### src/sv/assert_macros.svh
// assertion macros used by the free page finder back end
// expects signals named clk and rst_n in the module that uses them
`ifndef ASSERT_MACROS_SVH
`define ASSERT_MACROS_SVH

// property that must hold at every rising edge outside reset
`define ASSERT_CLK(label, prop, msg) \
  label: assert property (@(posedge clk) disable iff (!rst_n) prop) else $error(msg);

// condition that must never be seen at a rising edge outside reset
`define ASSERT_NEVER(label, cond, msg) \
  `ASSERT_CLK(label, !(cond), msg)

`endif

### src/sv/cfpf_pkg.sv
// types and constants for the contiguous free page finder
// used by every module of the block, no dependencies
package cfpf_pkg;

  localparam int ENTRIES_PER_DIR = 1024;
  localparam int WORD_BITS       = 32;
  localparam int WORDS_PER_DIR   = ENTRIES_PER_DIR / WORD_BITS;
  localparam int WORD_IDX_W      = $clog2(WORDS_PER_DIR);
  localparam int BIT_IDX_W       = $clog2(WORD_BITS);
  localparam int PAGE_W          = $clog2(ENTRIES_PER_DIR);
  localparam int RUN_W           = 16;
  localparam int WANT_W          = 15;
  localparam int Q_DEPTH         = 2;
  localparam int Q_PTR_W         = 1;
  localparam int Q_CNT_W         = 2;

  localparam logic [1:0] OP_PAGE_WR = 2'd0;
  localparam logic [1:0] OP_DIR_WR  = 2'd1;
  localparam logic [1:0] OP_SEARCH  = 2'd2;

  localparam logic [1:0] CFG_START = 2'd0;
  localparam logic [1:0] CFG_END   = 2'd1;

  typedef enum logic [1:0] {
    K_PAGE_WR = 2'd0,
    K_DIR_WR  = 2'd1,
    K_SEARCH  = 2'd2,
    K_NOP     = 2'd3
  } cmd_kind_t;

  // classified request as it travels from front to back
  typedef struct packed {
    cmd_kind_t         kind;
    logic              in_range;
    logic [3:0]        dir_slot;
    logic [PAGE_W-1:0] page_slot;
    logic              flag;
    logic [WANT_W-1:0] want;
    logic              want_zero;
    logic              want_small;
    logic [2:0]        lvl;
    logic [4:0]        off;
  } cmd_t;

  typedef struct packed {
    logic [3:0] start;
    logic [4:0] end_eff;
  } cfg_t;

  typedef struct packed {
    logic clearing;
  } back_stat_t;

endpackage

### src/sv/cfpf_front.sv
// front end: accepts requests and classifies them for the back end
// depends on cfpf_pkg
module cfpf_front #(
  parameter int DIR_SLOTS = 16
) (
  input  logic                              in_valid,
  output logic                              in_stall,
  input  logic [1:0]                        in_operation,
  input  logic [3:0]                        in_dir_slot,
  input  logic [cfpf_pkg::PAGE_W-1:0]       in_page_slot,
  input  logic                              in_flag_value,
  input  logic [cfpf_pkg::WANT_W-1:0]       in_page_count,
  input  cfpf_pkg::back_stat_t              stat,
  input  logic                              q_full,
  output logic                              q_push,
  output cfpf_pkg::cmd_t                    q_cmd
);

  logic [5:0] n6;
  logic [5:0] off6;
  logic [2:0] lvl;

  assign in_stall = q_full || stat.clearing;
  assign q_push   = in_valid && !in_stall;

  assign n6 = in_page_count[5:0];

  // floor(log2) of a small request, used by the in-word window check
  always_comb begin
    priority if (n6[5]) lvl = 3'd5;
    else if (n6[4])     lvl = 3'd4;
    else if (n6[3])     lvl = 3'd3;
    else if (n6[2])     lvl = 3'd2;
    else if (n6[1])     lvl = 3'd1;
    else                lvl = 3'd0;
  end

  assign off6 = n6 - (6'd1 << lvl);

  always_comb begin
    q_cmd.in_range   = (32'(in_dir_slot) < 32'(DIR_SLOTS));
    q_cmd.dir_slot   = in_dir_slot;
    q_cmd.page_slot  = in_page_slot;
    q_cmd.flag       = in_flag_value;
    q_cmd.want       = in_page_count;
    q_cmd.want_zero  = (in_page_count == '0);
    q_cmd.want_small = (in_page_count != '0) &&
                       (in_page_count <= cfpf_pkg::WANT_W'(cfpf_pkg::WORD_BITS));
    q_cmd.lvl        = lvl;
    q_cmd.off        = off6[4:0];
    unique case (in_operation)
      cfpf_pkg::OP_PAGE_WR: q_cmd.kind = cfpf_pkg::K_PAGE_WR;
      cfpf_pkg::OP_DIR_WR:  q_cmd.kind = cfpf_pkg::K_DIR_WR;
      cfpf_pkg::OP_SEARCH:  q_cmd.kind = cfpf_pkg::K_SEARCH;
      default:              q_cmd.kind = cfpf_pkg::K_NOP;
    endcase
  end

endmodule

### config.mk
export PLATFORM = sky130hd
export DESIGN_NAME = cfpf_front
export DESIGN_NICKNAME = d
export VERILOG_FILES = /design/src/sv/assert_macros.svh /design/src/sv/cfpf_pkg.sv /design/src/sv/cfpf_front.sv
export SDC_FILE = /design/constraint.sdc
export NUM_CORES = 1
export LEC_CHECK = 0
export ABC_AREA = 1
export BUFFER_PORTS_ARGS = -buffer_cell sky130_fd_sc_hd__buf_2
export CAP_MARGIN = 20
export CORE_AREA = 3 3 48 50
export DETAILED_ROUTE_END_ITERATION = 8
export DIE_AREA = 0 0 51 53
export PLACE_DENSITY = 0.9
export SYNTH_ARGS = -nofsm -noshare
export SYNTH_HDL_FRONTEND = slang
export SYNTH_SLANG_ARGS = --single-unit
### constraint.sdc
create_clock -name vclk -period 1.5
set_input_delay 0.15 -clock vclk [all_inputs]
set_output_delay 0.15 -clock vclk [all_outputs]
set_load 0.01 [all_outputs]
==> results.toml, run 1 <==
[floorplanning]
core-area_um2 = 1942
initial_core_util_pct = 27.71
die_y_um = 53
pin_count = 80
rows = 16
die_x_um = 51
die_area_um2 = 2703

[routing]
drtIter0Drc = 4
final_antenna_net_count = 0
wire_per_inst_um = 12.47
num_vias = 637
drt-vias-per-instance = 4.275
firstDrtPassIters = 4
drc = 0
routed_wl_um = 1858

[timing]
layout_min_cycle_time_ns = 1.714
worst_slack_ns = -0.2142
finalHoldViolCount = 0
final_max_slew_viol_count = 0
rsz0062_at_grt = "true"
setup_tns_ns = -0.5930
setup_viol = 4
timing.fmax_mhz = 583.4
period_share_pct = 114.3

[outcome]
status = "finished with violations"
violations = "setup timing"

[layout]
design_area_um2 = 870.8
nets = 164
n_antenna_cell = 0
clockBufferCount = 0
final_util_pct = 44.85
layout-drive-gt1-share_pct = 72.13
seqCellArea_um2 = 0
area_growth_pct = 61.86
flops_and_latches = 0

[yosys]
synth_area_um2 = 538.0
synth_cells = 90
yosys_warnings = 0
synth_cell_types = 16
synth.area.top_cells = "buf_4, nand2_1, ha_1"
postSynthAreaPerCell_um2 = 5.978
synth_area_leader_cell = "buf_4"
ys_seq_area_share_pct = 0
syn_nets = 130
synth_top_area_share_pct = 43.26

[grt]
grt_use_met1_pct = 13.07
grt-ovfl-total = 0
use_met3_pct = 1.127
antenna_found_initial = 0
grt_max_degree = 6
met2_usage_pct = 24.89
grt_pass1_wl_um = 2684
grt_use_total_pct = 12.83
gr-max-usage-layer = "met2"
grt_pass1_vias = 585

[place]
place_ws_ns = -0.3516
portBuffers = 45
post-dp-hpwl_um = 1243
postPlaceCellArea_um2 = 641.9
routabilityCongestion = 0.7454

[worst_setup_path]
critPathArrivalTime_ns = 1.56
start_kind = "input port"
worstSetupEndpointType = "output pin"
critPathRequiredTime_ns = 1.35
criticalPathCategory = "input port to output pin"
worst-path-max-fanout = 2

[hold_path]
hold_end = "q_cmd[27]"
min_from = "in_page_slot[1]"
min-delay-path-class = "input port to output pin"
whs_path_depth = 0

[power]
p_leak_nw = 0.4670
vdd_drop_max_mv = 0.1327
powerDensity_nw_per_um2 = 300.8

[clock_network]
ctsHoldBuffers = 0

[job]
drv_cap = 0
-- metal layers --
layer  share of wire (%)  wire length (um)
met1                  33               612
met2                  51               956
met3                 9.4               174
met4                 6.2               115
met5                   0                 0
-- worst max-delay path by stage --
stage / to / start
finish: q_cmd[4] / in_page_count[2]
global placement: q_cmd[4] / in_page_count[2]
CTS: q_cmd[4] / in_page_count[2]
global route: q_cmd[4] / in_page_count[3]
detailed placement: q_cmd[4] / in_page_count[2]
floorplan: q_cmd[4] / in_page_count[5]
-- cells in the final DEF (no fill, tap or decap), drive strengths merged --
master  instances
a21oi           3
buf            65
conb            1
fa              1
ha              4
inv            10
nand2          15
nand3           2
nor2           14
nor3            2
o21ai           1
or2             1
xor2            3
-- cell type report --
| type | instances | area, um^2 |
|---|---|---|
| repair buffers | 65 | 425.4 |
| fillers | 197 | 1071 |
| well taps | 27 | 33.78 |
| inverters | 10 | 50.05 |
| multi-input cells | 47 | 361.6 |
-- synth_stat cells (all sizes together) --
| cell | count |
|---|---|
| a21oi | 3 |
| buf | 31 |
| clkbuf | 2 |
| conb | 1 |
| fa | 1 |
| ha | 4 |
| inv | 10 |
| nand2 | 15 |
| nand3 | 2 |
| nor2 | 14 |
| nor3 | 2 |
| o21ai | 1 |
| or2 | 1 |
| xor2 | 3 |
-- power by group --
group | internal, mW | switching, mW | leakage, nW | total (mW)
Sequential | 0 | 0 | 0 | 0
Combinational | 0.134 | 0.128 | 0.467 | 0.262
Clock | 0 | 0 | 0 | 0
Total | 0.134 | 0.128 | 0.467 | 0.262
-- cell families (layout without fill, tap and decap cells) --
group / after synthesis / count (layout) / share of synthesized area (%)
xor+xnor: 3 / 3 / 4.885
simple gates: 34 / 34 / 26.05
compound gates: 4 / 4 / 3.719
fa+ha+maj: 5 / 5 / 13.02
other cells: 1 / 1 / 0.6970
buf+inv: 43 / 75 / 51.63
-- worst max-delay path: stages --
cell,delay (ns)
buf_8,0.10
inv_4,0.05
nand2_4,0.05
nor3_4,0.19
ha_2,0.20
inv_2,0.04
fa_2,0.36
nand3_2,0.08
nand2_2,0.06
xor2_2,0.14
buf_2,0.13
-- what timing repair did --
action,in CTS,in global routing
endpoints found under the setup margin,4,4
setup buffers,9,1
cloned,0,0
resized for setup,35,5
pin swaps,15,6
-- through the flow --
| stage | std cells | total power, mW | hold slack [ns] |
|---|---|---|---|
| after floorplan | 90 | 0.1574 | 0.3871 |
| final | 149 | 0.2619 | 0.3000 |
| after global placement | 139 | 0.1854 | 0.3001 |
| after detailed placement | 139 | 0.1874 | 0.3001 |
| after global routing | 149 | 0.2856 | 0.3000 |
| after CTS | 148 | 0.2479 | 0.3001 |
(Power assumes the default switching activity.)
==> run 2: changes to the inputs <==
ABC_AREA = default   (was 1)
CORE_AREA = 3 3 49 51   (was 3 3 48 50)
DIE_AREA = 0 0 52 54   (was 0 0 51 53)
PLACE_DENSITY = 0.88   (was 0.9)
==> run 2 against run 1 <==
  * The flow still finishes with violations (setup timing)
  * Die area grew 3.9%
  * Worst setup slack lost 0.33 ns
  * Maximum frequency shrank 16%
  * Hold slack is the same
  * Wire length shrank 3.8%
==> results.toml, run 2 <==
[place]
place_inst = 126
post-dp-hpwl_um = 1217
postPlaceCellArea_um2 = 659.4
routabilityCongestion = 0.7881
portBuffers = 45

[hold_path]
min-delay-path-class = "input port to output pin"
min_from = "in_page_slot[2]"

[power]
vdd_drop_max_mv = 0.09110
p_leak_nw = 0.4601
power_frac_comb_pct = 100.0
p_int_mw = 0.1408
pwr-share-clk_pct = 0
power.switching_mw = 0.1191
switching_share_pct = 45.81
powerDensity_nw_per_um2 = 288.9
seqPwrFrac_pct = 0

[yosys]
syn_nets = 116
synth.area.top_cells = "buf_4, ha_1, nor4_4"
yosys_warnings = 0
synth_area_um2 = 544.3
ys_seq_area_share_pct = 0
synth_top_area_share_pct = 42.76
synth_area_leader_cell = "buf_4"
synth_cell_types = 21
postSynthAreaPerCell_um2 = 7.161
synth_cells = 76
ys_top_cells_by_count = "buf_4, inv_1, nand2_1"
yosysMostFrequentCell = "buf_4"

[floorplanning]
die_x_um = 52
initial_core_util_pct = 27.46
die_y_um = 54
core-area_um2 = 1982
rows = 16
die_area_um2 = 2808
pin_count = 80

[grt]
antenna_found_initial = 0
grt_max_degree = 8
grt_use_total_pct = 11.73
grt-ovfl-total = 0
grt_pass1_vias = 608
grt_pass1_wl_um = 2484

[timing]
rsz0062_at_grt = "true"
hold_ws_ns = 0.3000
final_max_slew_viol_count = 0
setup_viol = 4
setup_tns_ns = -1.577
finalHoldViolCount = 0
worst_slack_ns = -0.5460
timing.fmax_mhz = 488.8
period_share_pct = 136.4
layout_min_cycle_time_ns = 2.046

[worst_setup_path]
start_kind = "input port"
critPathArrivalTime_ns = 1.90
criticalPathCategory = "input port to output pin"
startpoint = "in_page_count[2]"
critPathRequiredTime_ns = 1.35
worst-path-max-fanout = 2
worstSetupEndpointType = "output pin"

[routing]
num_vias = 591
routed_wl_um = 1788
final_antenna_net_count = 0
drc = 0
wire_per_inst_um = 12.77
firstDrtPassIters = 4
drt-vias-per-instance = 4.221
drtIter0Drc = 6

[layout]
layout-drive-gt1-share_pct = 77.88
mostFrequentLayoutCell = "buf_2"
finalNonFillerCells = 140
clockBufferCount = 0
layout_common_cells = "buf_2, buf_6, buf_4"
flops_and_latches = 0
seqCellArea_um2 = 0
nets = 155
n_antenna_cell = 0
design_area_um2 = 899.6
area_growth_pct = 65.29
fillers = 208
multi_input_area_um2 = 350.3

[outcome]
status = "finished with violations"
violations = "setup timing"

[job]
drv_cap = 0
[run 2: cell types whose count changed after synthesis, sizes merged, moves of 2 or more]
| cell | delta |
|---|---|
| nand3 | -2 |
| nor2 | -9 |
| nand2 | -9 |
| inv | -4 |
| nor4 | +3 |
[run 2: metrics by stage]
step	worst slack [ns]	util, %	total power [mW]
floorplan	-0.2218	-	0.1534
global placement	-0.4905	33.27	0.1890
detailed placement	-0.6160	33.27	0.1913
CTS	-0.5514	45.27	0.2541
global route	-0.6476	45.39	0.2822
finish	-0.5460	45.39	0.2599
[run 2: cell type report]
type,instances,area share [%]
inverters,6,2.503
multi-input cells,37,38.94
well taps,27,3.755
repair buffers,70,54.80
[run 2: per-layer routing]
metal,global-route usage (%),vias to the layer above,part of all wire (%)
met5,0,-,0
met4,3.493,0,1.2
met3,1.385,4,11
met2,25.73,38,56
met1,10.89,265,32
li1,-,284,-
[run 2: repair_timing]
action,4_1_cts,5_1_grt
setup buffers,15,4
pin swaps,5,6
resized for setup,33,7
hold buffers,0,0
setup endpoints to repair,4,6
[run 2: path summary, 6_finish.rpt]
kind | endpoint | slack, ns | cells after the start
hold / removal | q_cmd[28] | 0.30 | 0
setup / recovery | q_cmd[4] | -0.55 | 10
[run 2: cell families after synthesis]
group / count (synthesis) / share of synthesized area, %
other: 1 / 0.6890
and+or+nand+nor: 22 / 26.90
xor gates and xnor gates: 3 / 4.828
AOI/OAI and AO/OA: 6 / 6.438
adders and majority gates: 5 / 12.87
buffers and inverters: 39 / 48.28
[run 2: critical path, stage by stage]
cell	delay, ns
buf_8	0.10
nor4_4	0.31
and2b_2	0.21
ha_4	0.12
inv_2	0.03
fa_2	0.33
a21o_1	0.17
a21oi_2	0.17
xnor2_2	0.13
buf_2	0.15
[run 2: power by group through the flow]
stage	registers [mW]	logic, mW	clock network [mW]
2_1_floorplan	0	0.153	0
3_3_place_gp	0	0.189	0
3_5_place_dp	0	0.191	0
4_1_cts	0	0.254	0
5_1_grt	0	0.282	0
6_report	0	0.260	0
