$ cat config.mk
export PLATFORM = sky130hd
export DESIGN_NAME = cfpf_queue
export DESIGN_NICKNAME = d
export VERILOG_FILES = /design/src/sv/assert_macros.svh /design/src/sv/cfpf_pkg.sv /design/src/sv/cfpf_queue.sv
export SDC_FILE = /design/constraint.sdc
export NUM_CORES = 1
export LEC_CHECK = 0
export ABC_AREA = 1
export ABC_CLOCK_PERIOD_IN_PS = 7200
export BUFFER_PORTS_ARGS = -buffer_cell sky130_fd_sc_hd__buf_4
export CORE_MARGIN = 2
export CORE_UTILIZATION = 40
export CTS_CLUSTER_SIZE = 14
export DETAILED_ROUTE_END_ITERATION = 7
export GPL_TIMING_DRIVEN = 0
export PLACE_DENSITY = 0.75
export SLEW_MARGIN = 30
export SYNTH_ARGS = -nofsm -noshare
export SYNTH_HDL_FRONTEND = slang
export SYNTH_SLANG_ARGS = --single-unit
$ cat constraint.sdc
create_clock -name clk -period 7.2 [get_ports clk]
set_input_delay 0.72 -clock clk [delete_from_list [all_inputs] [get_ports clk]]
set_output_delay 0.72 -clock clk [all_outputs]
set_load 0.005 [all_outputs]
$ cat src/sv/assert_macros.svh
// assertion macros used by the free page finder back end
// expects signals named clk and rst_n in the module that uses them
`ifndef ASSERT_MACROS_SVH
`define ASSERT_MACROS_SVH

// property that must hold at every rising edge outside reset
`define ASSERT_CLK(label, prop, msg) \
  label: assert property (@(posedge clk) disable iff (!rst_n) prop) else $error(msg);

// condition that must never be seen at a rising edge outside reset
`define ASSERT_NEVER(label, cond, msg) \
  `ASSERT_CLK(label, !(cond), msg)

`endif

$ cat src/sv/cfpf_pkg.sv
// types and constants for the contiguous free page finder
// used by every module of the block, no dependencies
package cfpf_pkg;

  localparam int ENTRIES_PER_DIR = 1024;
  localparam int WORD_BITS       = 32;
  localparam int WORDS_PER_DIR   = ENTRIES_PER_DIR / WORD_BITS;
  localparam int WORD_IDX_W      = $clog2(WORDS_PER_DIR);
  localparam int BIT_IDX_W       = $clog2(WORD_BITS);
  localparam int PAGE_W          = $clog2(ENTRIES_PER_DIR);
  localparam int RUN_W           = 16;
  localparam int WANT_W          = 15;
  localparam int Q_DEPTH         = 2;
  localparam int Q_PTR_W         = 1;
  localparam int Q_CNT_W         = 2;

  localparam logic [1:0] OP_PAGE_WR = 2'd0;
  localparam logic [1:0] OP_DIR_WR  = 2'd1;
  localparam logic [1:0] OP_SEARCH  = 2'd2;

  localparam logic [1:0] CFG_START = 2'd0;
  localparam logic [1:0] CFG_END   = 2'd1;

  typedef enum logic [1:0] {
    K_PAGE_WR = 2'd0,
    K_DIR_WR  = 2'd1,
    K_SEARCH  = 2'd2,
    K_NOP     = 2'd3
  } cmd_kind_t;

  // classified request as it travels from front to back
  typedef struct packed {
    cmd_kind_t         kind;
    logic              in_range;
    logic [3:0]        dir_slot;
    logic [PAGE_W-1:0] page_slot;
    logic              flag;
    logic [WANT_W-1:0] want;
    logic              want_zero;
    logic              want_small;
    logic [2:0]        lvl;
    logic [4:0]        off;
  } cmd_t;

  typedef struct packed {
    logic [3:0] start;
    logic [4:0] end_eff;
  } cfg_t;

  typedef struct packed {
    logic clearing;
  } back_stat_t;

endpackage

$ cat src/sv/cfpf_queue.sv
// two-entry request queue between front and back end
// depends on cfpf_pkg
module cfpf_queue (
  input  logic           clk,
  input  logic           rst_n,
  input  logic           push,
  input  cfpf_pkg::cmd_t push_cmd,
  output logic           full,
  input  logic           pop,
  output logic           q_valid,
  output cfpf_pkg::cmd_t q_cmd
);

  cfpf_pkg::cmd_t                    slot_r [cfpf_pkg::Q_DEPTH];
  logic [cfpf_pkg::Q_PTR_W-1:0]      wr_ptr_r, wr_ptr_nxt;
  logic [cfpf_pkg::Q_PTR_W-1:0]      rd_ptr_r, rd_ptr_nxt;
  logic [cfpf_pkg::Q_CNT_W-1:0]      cnt_r, cnt_nxt;

  assign full    = (cnt_r == cfpf_pkg::Q_CNT_W'(cfpf_pkg::Q_DEPTH));
  assign q_valid = (cnt_r != '0);
  assign q_cmd   = slot_r[rd_ptr_r];

  always_comb begin
    wr_ptr_nxt = push ? wr_ptr_r + 1'b1 : wr_ptr_r;
    rd_ptr_nxt = pop  ? rd_ptr_r + 1'b1 : rd_ptr_r;
    cnt_nxt    = cnt_r;
    if (push && !pop) begin
      cnt_nxt = cnt_r + 1'b1;
    end else if (pop && !push) begin
      cnt_nxt = cnt_r - 1'b1;
    end
  end

  always_ff @(posedge clk) begin
    if (!rst_n) begin
      wr_ptr_r <= '0;
      rd_ptr_r <= '0;
      cnt_r    <= '0;
    end else begin
      wr_ptr_r <= wr_ptr_nxt;
      rd_ptr_r <= rd_ptr_nxt;
      cnt_r    <= cnt_nxt;
    end
  end

  always_ff @(posedge clk) begin
    if (push) begin
      slot_r[wr_ptr_r] <= push_cmd;
    end
  end

endmodule

==> results.sh, run 1 <==
export IMPL_die_h_um=98.0
export IMPL_ys_warnings_count=0
export IMPL_fin_util_pct=53.6
export IMPL_cts_buffers=9
export IMPL_startpoint_type="register"
export IMPL_dpl_cell_area_sq_um=4440
export IMPL_layout_nets=322
export IMPL_p_leak_nw=1.86
export IMPL_num_antenna_cells=0
export IMPL_cap_violations=0
export IMPL_wl_um=5390
export IMPL_hold_path_class="register to register"
export IMPL_max_slew_margin_pct=68.3
export IMPL_tns_ps=0
export IMPL_core_area_sq_um=8640
export IMPL_preCtsSetupSlack_ps=5310
export IMPL_grt_pass1_vias=1738
export IMPL_antenna_found_initial=0
export IMPL_critPathKind="register to output port"
export IMPL_worst_r2r_cell_count=3
export IMPL_ys_types=14
export IMPL_fin_worst_skew_ps=6.53
export IMPL_cpPeakStageDelay_ps=330
export IMPL_syn_area_per_cell_sq_um=20.9
export IMPL_period_needed_ps=2160
export IMPL_mostFrequentLayoutCells="buf_4, edfxtp_1, mux2_4, nand2_1, clkbuf_8"
export IMPL_tightest_slew_ps=475
export IMPL_fillers=694
export IMPL_worst_path_max_delay_cell="dfxtp_1"
export IMPL_path_delay_family="buffers and inverters"
export IMPL_drt_iter0_drc=45
export IMPL_ioPinCount=92
export IMPL_final_common_cell="buf_4"
export IMPL_status="complete, no violations"
export IMPL_final_layout_size_suffix_gt1_share_pct=56.6
export IMPL_r2r_start="wr_ptr_r$_SDFFE_PN0P_"
export IMPL_area_growth_pct=30.9
export IMPL_finalSetupViolCount=0
export IMPL_fmax_mhz=463
export IMPL_drc_errors=0
export IMPL_drt_pass1_iter_count=4
export IMPL_antenna_left=0
export IMPL_fin_cells=387
export IMPL_die_w_um=98.0
export IMPL_grt_pass1_wl_um=8340
export IMPL_grt_max_degree=26
export IMPL_clock_path_buffers=2
export IMPL_worstPathRequired_ps=6480
export IMPL_grt_usage_pct=11.3
export IMPL_whs_ps=509
export IMPL_placed_cells=371
export IMPL_row_count=34
export IMPL_design_area_sq_um=4630
export IMPL_crit_buf_inv=3
export IMPL_cp_max_fo=10
export IMPL_rrSetupSlack_ps=5760
export IMPL_clk_pin_slew_worst_paths_ps=80
export IMPL_rsz0062_at_grt="false"
export IMPL_critPathArrivalTime_ps=1440
export IMPL_cts_hold_buf=0
export IMPL_wl_per_cell_um=13.9
export IMPL_synth_cells=169
export IMPL_cts_tree="yes"
export IMPL_ys_ff_latch=91
export IMPL_routed_via_density=4.51
export IMPL_synth_nets=217
export IMPL_gp_congestion=0.644
export IMPL_hold_violations=0
export IMPL_grt_overflow=0
export IMPL_setup_slack_ps=5040
export IMPL_htree_levels=3
export IMPL_initial_core_util_pct=40.9
export IMPL_r2r_end="slot_r[1][41]$_DFFE_PP_"
export IMPL_cts_resized=0
export IMPL_vdd_drop_max_mv=0.110
export IMPL_dieArea_sq_um=9610
export IMPL_cts_sinks=91
export IMPL_crit_chain="buf_6, buf_12, mux2_4, buf_4"
export IMPL_root_buffer="clkbuf_8"
export IMPL_min_path_cells=2
export IMPL_hpwlAfterDp_um=3810
export IMPL_cts_setup_buffers=0
export IMPL_totalPowerFinal_mw=1.09
export IMPL_vias=1745
export IMPL_min_delay_start="rd_ptr_r$_SDFFE_PN0P_"
export IMPL_power_density_nw_per_um2=235
export IMPL_seq_area_frac_synth_pct=75.9
export IMPL_placement_io_buffers=91
export IMPL_report_final_slew_viol_count=0
export IMPL_clk_insertion_delay_late_ps=330
export IMPL_fin_crit_sh_pct=30.0
export IMPL_endpoint_kind="output port"
export IMPL_hold_end="rd_ptr_r$_SDFFE_PN0P_"
export IMPL_synth_area_sq_um=3540
## cell families (layout without fill, tap and decap cells)
kind of cell / count (synthesis) / count (layout) / synth area share, %
flip-flops: 91 / 91 / 75.9
multiplexers: 43 / 43 / 17.9
AND/OR/NAND/NOR: 19 / 19 / 2.12
buffers and inverters: 13 / 123 / 3.43
AO/OA/AOI/OAI: 2 / 2 / 0.283
adder cells (fa/ha/maj): 1 / 1 / 0.354
## routing by layer
metal / wire length, um / vias up / global-route usage, %
met4: 83 / 0 / 5.45
li1: - / 848 / -
met5: 0 / - / 0
met1: 2130 / 828 / 13.5
met3: 315 / 10 / 3.22
met2: 2860 / 59 / 18.9
## registers in the layout, indices dropped and copies added, names as in the netlist, named ones only
register and cells:
rd_ptr_r 1, slot_r 86, cnt_r 2, wr_ptr_r 1
## synth_stat cells
cell type / count / area [sq um]
mux2_4: 40 / 601
nor2_1: 8 / 30.0
ha_1: 1 / 12.5
nand3_1: 1 / 5.00
a21oi_1: 1 / 5.00
nand4_1: 1 / 6.26
buf_6: 1 / 11.3
edfxtp_1: 86 / 2580
o21ai_0: 1 / 5.00
dfxtp_1: 5 / 100
buf_12: 4 / 80.1
mux2_2: 3 / 33.8
inv_1: 8 / 30.0
nand2_1: 9 / 33.8
## worst max path at each step
stage | end | depth (start not counted)
after detailed placement | slot_r[1][36]$_DFFE_PP_ | 4
after global routing | q_cmd[6] | 4
after global placement | slot_r[0][39]$_DFFE_PP_ | 3
after floorplan | slot_r[0][0]$_DFFE_PP_ | 2
after CTS | q_cmd[6] | 4
final | q_cmd[6] | 4
## area by class of cell
type	instances	area (sq um)	area share [%]
Buffer	5	91.3	1.97
Clock buffer	9	124	2.68
Clock inverter	7	67.6	1.46
Inverter	8	30.0	0.649
Multi-Input combinational cell	65	739	16.0
Sequential cell	91	2680	58.0
Tap cell	108	135	2.92
Timing Repair Buffer	94	758	16.4
## worst register-to-register path: cells and delay by family (launching register included)
kind | cells | cell delay [ps]
buffers and inverters | 2 | 620
DFF | 1 | 400
and+or+nand+nor | 1 | 110
## power by group
part	switching (mW)	internal, mW	leakage [nW]
registers	0.00704	0.610	0.849
logic	0.0550	0.0912	0.920
clock network	0.163	0.159	0.0947
total	0.225	0.861	1.86
Power figures use the tool's default switching activity.
==> run 2: changes to the inputs <==
- ABC_AREA: 1 -> 0
- ABC_CLOCK_PERIOD_IN_PS: 7200 -> 2100
- PLACE_DENSITY: 0.75 -> 0.76
- clock period: 7.2 -> 2.1 ns (I/O delays scaled with it)
==> run 2 against run 1 <==
Against the previous run:
- via count is 3.0% lower
- clock skew is 3.3 ps higher
- sequential power grew to 3.4 times the previous value
- clock power grew to 3.5 times the previous value
- sequential cell count stayed put
- global-route usage is 0.68 points higher
- utilization is 0.44 points higher
- combinational power grew to 3.2 times the previous value
- total power grew to 3.4 times the previous value
- critical path type unchanged
- largest cell class unchanged
- highest routed layer unchanged
==> results.sh, run 2 <==
export IMPL_switching_share_pct=21.0
export IMPL_antenna_left=0
export IMPL_grt_overflow=0
export IMPL_final_common_cell="buf_4"
export IMPL_antenna_found_initial=0
export IMPL_hold_path_class="input port to register"
export IMPL_initial_core_util_pct=40.9
export IMPL_routed_via_density=4.57
export IMPL_synth_top_area_share_pct=77.7
export IMPL_tightest_slew_ps=594
export IMPL_finalSetupViolCount=0
export IMPL_drt_pass1_iter_count=4
export IMPL_cts_hold_buf=0
export IMPL_rsz0062_at_grt="false"
export IMPL_wl_per_cell_um=14.3
export IMPL_switching_power_uw=778
export IMPL_report_final_slew_viol_count=0
export IMPL_cts_buffers=9
export IMPL_status="complete, no violations"
export IMPL_layout_nets=308
export IMPL_cp_max_fo=10
export IMPL_synth_area_top_cells="edfxtp_1, mux2_2, dfxtp_1"
export IMPL_startpoint_type="register"
export IMPL_async_flop_share_pct=0
export IMPL_ioPinCount=92
export IMPL_drt_iter0_drc=46
export IMPL_grt_usage_pct=12.0
export IMPL_fillers=671
export IMPL_rrSetupSlack_ps=680
export IMPL_top_regs="slot_r x86, cnt_r x2"
export IMPL_cap_violations=0
export IMPL_power_density_nw_per_um2=844
export IMPL_critPathCapture="q_cmd[36]"
export IMPL_root_buffer="clkbuf_8"
export IMPL_htree_levels=3
export IMPL_dieArea_sq_um=9050
export IMPL_totalPowerFinal_mw=3.71
export IMPL_grt_max_degree=44
export IMPL_seqPwrFrac_pct=57.0
export IMPL_seq_area_frac_synth_pct=80.7
export IMPL_synth_area_sq_um=3320
export IMPL_ys_types=17
export IMPL_placement_io_buffers=91
export IMPL_fin_crit_sh_pct=82.8
export IMPL_fin_worst_skew_ps=9.81
export IMPL_dpl_cell_area_sq_um=4200
export IMPL_num_antenna_cells=0
export IMPL_wl_um=5280
export IMPL_clock_path_buffers=2
export IMPL_hpwlAfterDp_um=3570
export IMPL_synth_edff_count=86
export IMPL_area_growth_pct=32.3
export IMPL_vdd_drop_max_mv=0.430
export IMPL_drc_errors=0
export IMPL_synth_flop_cell="edfxtp_1"
export IMPL_row_count=33
export IMPL_r2r_start="wr_ptr_r$_SDFFE_PN0P_"
export IMPL_mostFrequentLayoutCells="buf_4, edfxtp_1, mux2_2, clkbuf_8, dfxtp_1"
export IMPL_clk_pin_slew_worst_paths_ps=90
export IMPL_endpoint_kind="output port"
export IMPL_cts_setup_buffers=0
export IMPL_r2r_end="slot_r[0][4]$_DFFE_PP_"
export IMPL_worst_r2r_cell_count=3
export IMPL_gp_congestion=0.644
export IMPL_p_leak_nw=1.65
export IMPL_fin_cells=370
export IMPL_p_int_mw=2.93
export IMPL_hold_violations=0
export IMPL_critPathKind="register to output port"
export IMPL_critPathArrivalTime_ps=1530
export IMPL_synthTopCellsByCount="edfxtp_1, mux2_2, dfxtp_1"
export IMPL_worstPathRequired_ps=1890
export IMPL_die_h_um=95.2
export IMPL_ys_ff_latch=91
export IMPL_period_needed_ps=1740
export IMPL_synth_nets=204
export IMPL_design_area_sq_um=4400
export IMPL_cts_tree="yes"
export IMPL_syn_area_per_cell_sq_um=21.3
export IMPL_max_slew_margin_pct=60.4
export IMPL_power_frac_clock_pct=30.3
export IMPL_die_w_um=95.2
export IMPL_ys_warnings_count=0
export IMPL_grt_pass1_vias=1676
export IMPL_combPwrFrac_pct=12.7
export IMPL_core_area_sq_um=8130
export IMPL_placed_cells=354
export IMPL_synth_cells=156
export IMPL_final_layout_size_suffix_gt1_share_pct=60.0
export IMPL_clk_insertion_delay_late_ps=340
export IMPL_largest_reg_flops=86
export IMPL_whs_ps=44.2
export IMPL_yosysTopAreaCell="edfxtp_1"
export IMPL_cts_resized=0
export IMPL_fmax_mhz=575
export IMPL_grt_pass1_wl_um=7870
export IMPL_yosysMostFrequentCell="edfxtp_1"
export IMPL_vias=1692
export IMPL_cts_sinks=91
export IMPL_largest_register="slot_r"
run 2: cell types whose count changed after synthesis, sizes merged, moves of 2 or more:
cell   previous run  this run
nor2              8         0
nand2             9         0
xor2              0         2
inv               8         1
and2              0         4
nor2b             0         2
run 2: layout make-up:
class / instances / area [sq um] / share of cell area (%)
sequential: 91 / 2680 / 61.0
timing repair buffer: 93 / 738 / 16.8
multi-input combinational: 59 / 612 / 13.9
tap: 105 / 131 / 2.99
clock buffer: 10 / 128 / 2.90
clock inverter: 6 / 65.1 / 1.48
buffer: 5 / 35.0 / 0.797
inverter: 1 / 3.75 / 0.0854
run 2: logic make-up (layout without fill, tap and decap cells):
logic type      after synthesis  in the layout  share of synthesized area (%)
xor+xnor                      3              3                          0.791
simple gates                  9              9                           1.77
flops                        91             91                           80.7
mux                          43             43                           14.6
fa+ha+maj                     1              1                          0.376
compound gates                3              3                          0.602
buf+inv                       6            115                           1.17
run 2: worst min-delay path by stage:
stage / startpoint / to / cells past startpoint / slack, ps
after floorplan: push_cmd[0] / slot_r[0][0]$_DFFE_PP_ / 0 / 310
after global placement: push_cmd[14] / slot_r[0][14]$_DFFE_PP_ / 1 / 400
after detailed placement: push_cmd[5] / slot_r[1][5]$_DFFE_PP_ / 1 / 400
after CTS: push_cmd[21] / slot_r[1][21]$_DFFE_PP_ / 1 / 20
after global routing: push_cmd[12] / slot_r[1][12]$_DFFE_PP_ / 1 / 20
final: push_cmd[21] / slot_r[1][21]$_DFFE_PP_ / 1 / 40
run 2: routing by layer:
layer	wire, um	global-route usage (%)	vias up
met3	313	3.00	9
met2	2780	20.9	59
li1	-	-	818
met4	77	5.80	0
met5	0	0	-
met1	2120	13.7	806
run 2: critical path, stage by stage (launching register included):
cell and delay, ps:
dfxtp_1 310, buf_2 170, buf_4 210, mux2_2 360, buf_4 140
run 2: per-stage QoR:
step	utilization [%]	TNS [ps]	setup WS, ps
floorplan	-	0	223
global placement	50.9	-30310	-438
detailed placement	51.7	0	644
CTS	54.0	0	311
global route	54.0	0	262
finish	54.0	0	362
run 2: power by group through the flow:
| stage | registers (mW) | clock network [mW] | logic [mW] |
|---|---|---|---|
| 2_1_floorplan | 2.15 | 0 | 0.210 |
| 3_3_place_gp | 2.16 | 0 | 0.454 |
| 3_5_place_dp | 2.16 | 0 | 0.480 |
| 4_1_cts | 2.12 | 1.16 | 0.484 |
| 5_1_grt | 2.12 | 1.23 | 0.515 |
| 6_report | 2.12 | 1.12 | 0.470 |
==> run 3: changes to the inputs <==
- ABC_CLOCK_PERIOD_IN_PS: 2100 -> 1500
- PLACE_DENSITY: 0.76 -> 0.78
- clock period: 2.1 -> 1.5 ns (I/O delays scaled with it)
==> run 3 against run 2 <==
Against the previous run:
- the run now ends with negative setup slack left
- largest cell class unchanged
- via count up 12%
- non-clock buffer count up 47
- worst setup slack worse by 460 ps
==> results.sh, run 3 (same netlist as run 2, synthesis figures left out) <==
export IMPL_dieArea_sq_um=9050
export IMPL_row_count=33
export IMPL_seqPwrFrac_pct=53.9
export IMPL_hold_end="wr_ptr_r$_SDFFE_PN0P_"
export IMPL_hold_path_class="input port to register"
export IMPL_critPathArrivalTime_ps=1450
export IMPL_path_common_cell="buf_12"
export IMPL_final_common_cell="edfxtp_1"
export IMPL_placement_io_buffers=91
export IMPL_vias=1891
export IMPL_drc_errors=0
export IMPL_switching_power_mw=1.18
export IMPL_report_final_slew_viol_count=0
export IMPL_worst_r2r_cell_count=1
export IMPL_cap_violations=0
export IMPL_fmax_mhz=626
export IMPL_ioPinCount=92
export IMPL_routed_via_density=4.53
export IMPL_wl_um=6210
export IMPL_crit_buf_inv=3
export IMPL_seqCellArea_sq_um=2680
export IMPL_min_delay_start="rst_n"
export IMPL_drt_iter0_drc=53
export IMPL_vdd_drop_max_mv=0.733
export IMPL_tns_ps=-2700
export IMPL_cpPeakStageDelay_ps=350
export IMPL_p_leak_nw=2.01
export IMPL_p_int_mw=4.32
export IMPL_power_density_nw_per_um2=1070
export IMPL_cts_buffers=9
export IMPL_gp_congestion=0.709
export IMPL_r2r_end="slot_r[1][21]$_DFFE_PP_"
export IMPL_hold_violations=0
export IMPL_grt_usage_pct=13.5
export IMPL_power_frac_clock_pct=29.1
export IMPL_rsz0062_at_grt="true"
export IMPL_top_regs="slot_r x86, cnt_r x2"
export IMPL_mostFrequentLayoutCells="edfxtp_1, buf_4, dlygate4sd3_1, buf_6, mux2_4"
export IMPL_design_area_sq_um=5130
export IMPL_preCtsSetupSlack_ps=124
export IMPL_combPwrFrac_pct=17.0
export IMPL_num_antenna_cells=0
export IMPL_grt_max_degree=44
export IMPL_fillers=576
export IMPL_antenna_left=0
export IMPL_clock_path_buffers=2
export IMPL_r2r_start="wr_ptr_r$_SDFFE_PN0P_"
export IMPL_core_area_sq_um=8130
export IMPL_dpl_cell_area_sq_um=4200
export IMPL_status="finished with violations"
export IMPL_tightest_slew_ps=620
export IMPL_final_layout_size_suffix_gt1_share_pct=52.6
export IMPL_path_delay_family="buffers and inverters"
export IMPL_cp_max_fo=10
export IMPL_totalPowerFinal_mw=5.50
export IMPL_clk_pin_slew_worst_paths_ps=80
export IMPL_grt_pass1_wl_um=9020
export IMPL_worst_path_max_delay_cell="dfxtp_2"
export IMPL_rrSetupSlack_ps=140
export IMPL_worstPathRequired_ps=1350
export IMPL_finalSetupViolCount=42
export IMPL_multiInputGateArea_sq_um=706
export IMPL_endpoint_kind="output port"
export IMPL_root_buffer="clkbuf_8"
export IMPL_fin_worst_skew_ps=7.25
export IMPL_crit_chain="buf_12, buf_12, mux2_2, buf_4"
export IMPL_grt_overflow=0
export IMPL_setup_slack_ps=-97.7
export IMPL_wl_per_cell_um=14.9
export IMPL_cts_tree="yes"
export IMPL_drt_pass1_iter_count=4
export IMPL_max_slew_margin_pct=58.7
export IMPL_clk_insertion_delay_late_ps=350
export IMPL_switching_share_pct=21.5
export IMPL_cts_sinks=91
export IMPL_violations="negative setup slack"
export IMPL_hpwlAfterDp_um=3660
export IMPL_antenna_found_initial=0
export IMPL_layout_nets=355
export IMPL_largest_reg_flops=86
export IMPL_initial_core_util_pct=40.9
export IMPL_largest_register="slot_r"
export IMPL_die_w_um=95.2
export IMPL_min_path_cells=2
export IMPL_critPathKind="register to output port"
export IMPL_area_growth_pct=54.4
export IMPL_htree_levels=3
export IMPL_grt_pass1_vias=1923
export IMPL_period_needed_ps=1600
export IMPL_startpoint_type="register"
export IMPL_fin_crit_sh_pct=107
export IMPL_die_h_um=95.2
## run 3: cell count changes in the layout (fill, tap and decap cells not counted), sizes merged
| cell | change |
|---|---|
| dlygate4sd3 | +43 |
| clkinvlp | -1 |
| clkinv | +2 |
| clkbuf | +1 |
| buf | +3 |
| inv | -1 |
## run 3: layout make-up
cell class                      count  share of cell area (%)
Clock inverter                      6                    1.29
Timing Repair Buffer              140                    25.6
Clock buffer                       10                    2.49
Multi-Input combinational cell     59                    13.7
Tap cell                          105                    2.56
Buffer                              5                    1.95
Sequential cell                    91                    52.3
Inverter                            1                  0.0731
## run 3: worst max-delay path by stage
stage	endpoint	slack (ps)	cells after the start
after floorplan	slot_r[0][0]$_DFFE_PP_	100	1
after global placement	slot_r[0][21]$_DFFE_PP_	-280	1
after detailed placement	q_cmd[11]	120	4
after CTS	q_cmd[14]	-120	4
after global routing	q_cmd[36]	-170	4
final	q_cmd[36]	-100	4
## run 3: what timing repair did
item,in CTS,in global routing
resized for setup,27,41
hold buffers,43,0
setup endpoints to repair,43,42
gates cloned,0,1
endpoints found under the hold margin,86,0
setup buffers,3,0
## run 3: power by group through the flow
| stage | combinational [mW] | clock, mW | sequential, mW |
|---|---|---|---|
| after floorplan | 0.296 | 0 | 3.01 |
| after detailed placement | 0.674 | 0 | 3.02 |
| after global placement | 0.635 | 0 | 3.01 |
| final | 0.933 | 1.60 | 2.97 |
| after global routing | 1.00 | 1.78 | 2.98 |
| after CTS | 0.836 | 1.65 | 2.97 |
## run 3: metal layers
metal,track usage [%],vias to the layer above,part of all wire [%]
li1,-,906,-
met1,14.9,930,40
met2,24.4,50,54
met3,4.51,5,4.8
met4,4.35,0,0.50
met5,0,-,0
## run 3: per-stage QoR
step | hold slack [ps] | utilization (%) | instances
detailed placement | 338 | 51.7 | 354
global route | 16.5 | 63.1 | 417
floorplan | 249 | - | 156
finish | 33.2 | 63.1 | 417
global placement | 335 | 51.0 | 352
CTS | 16.9 | 60.8 | 416
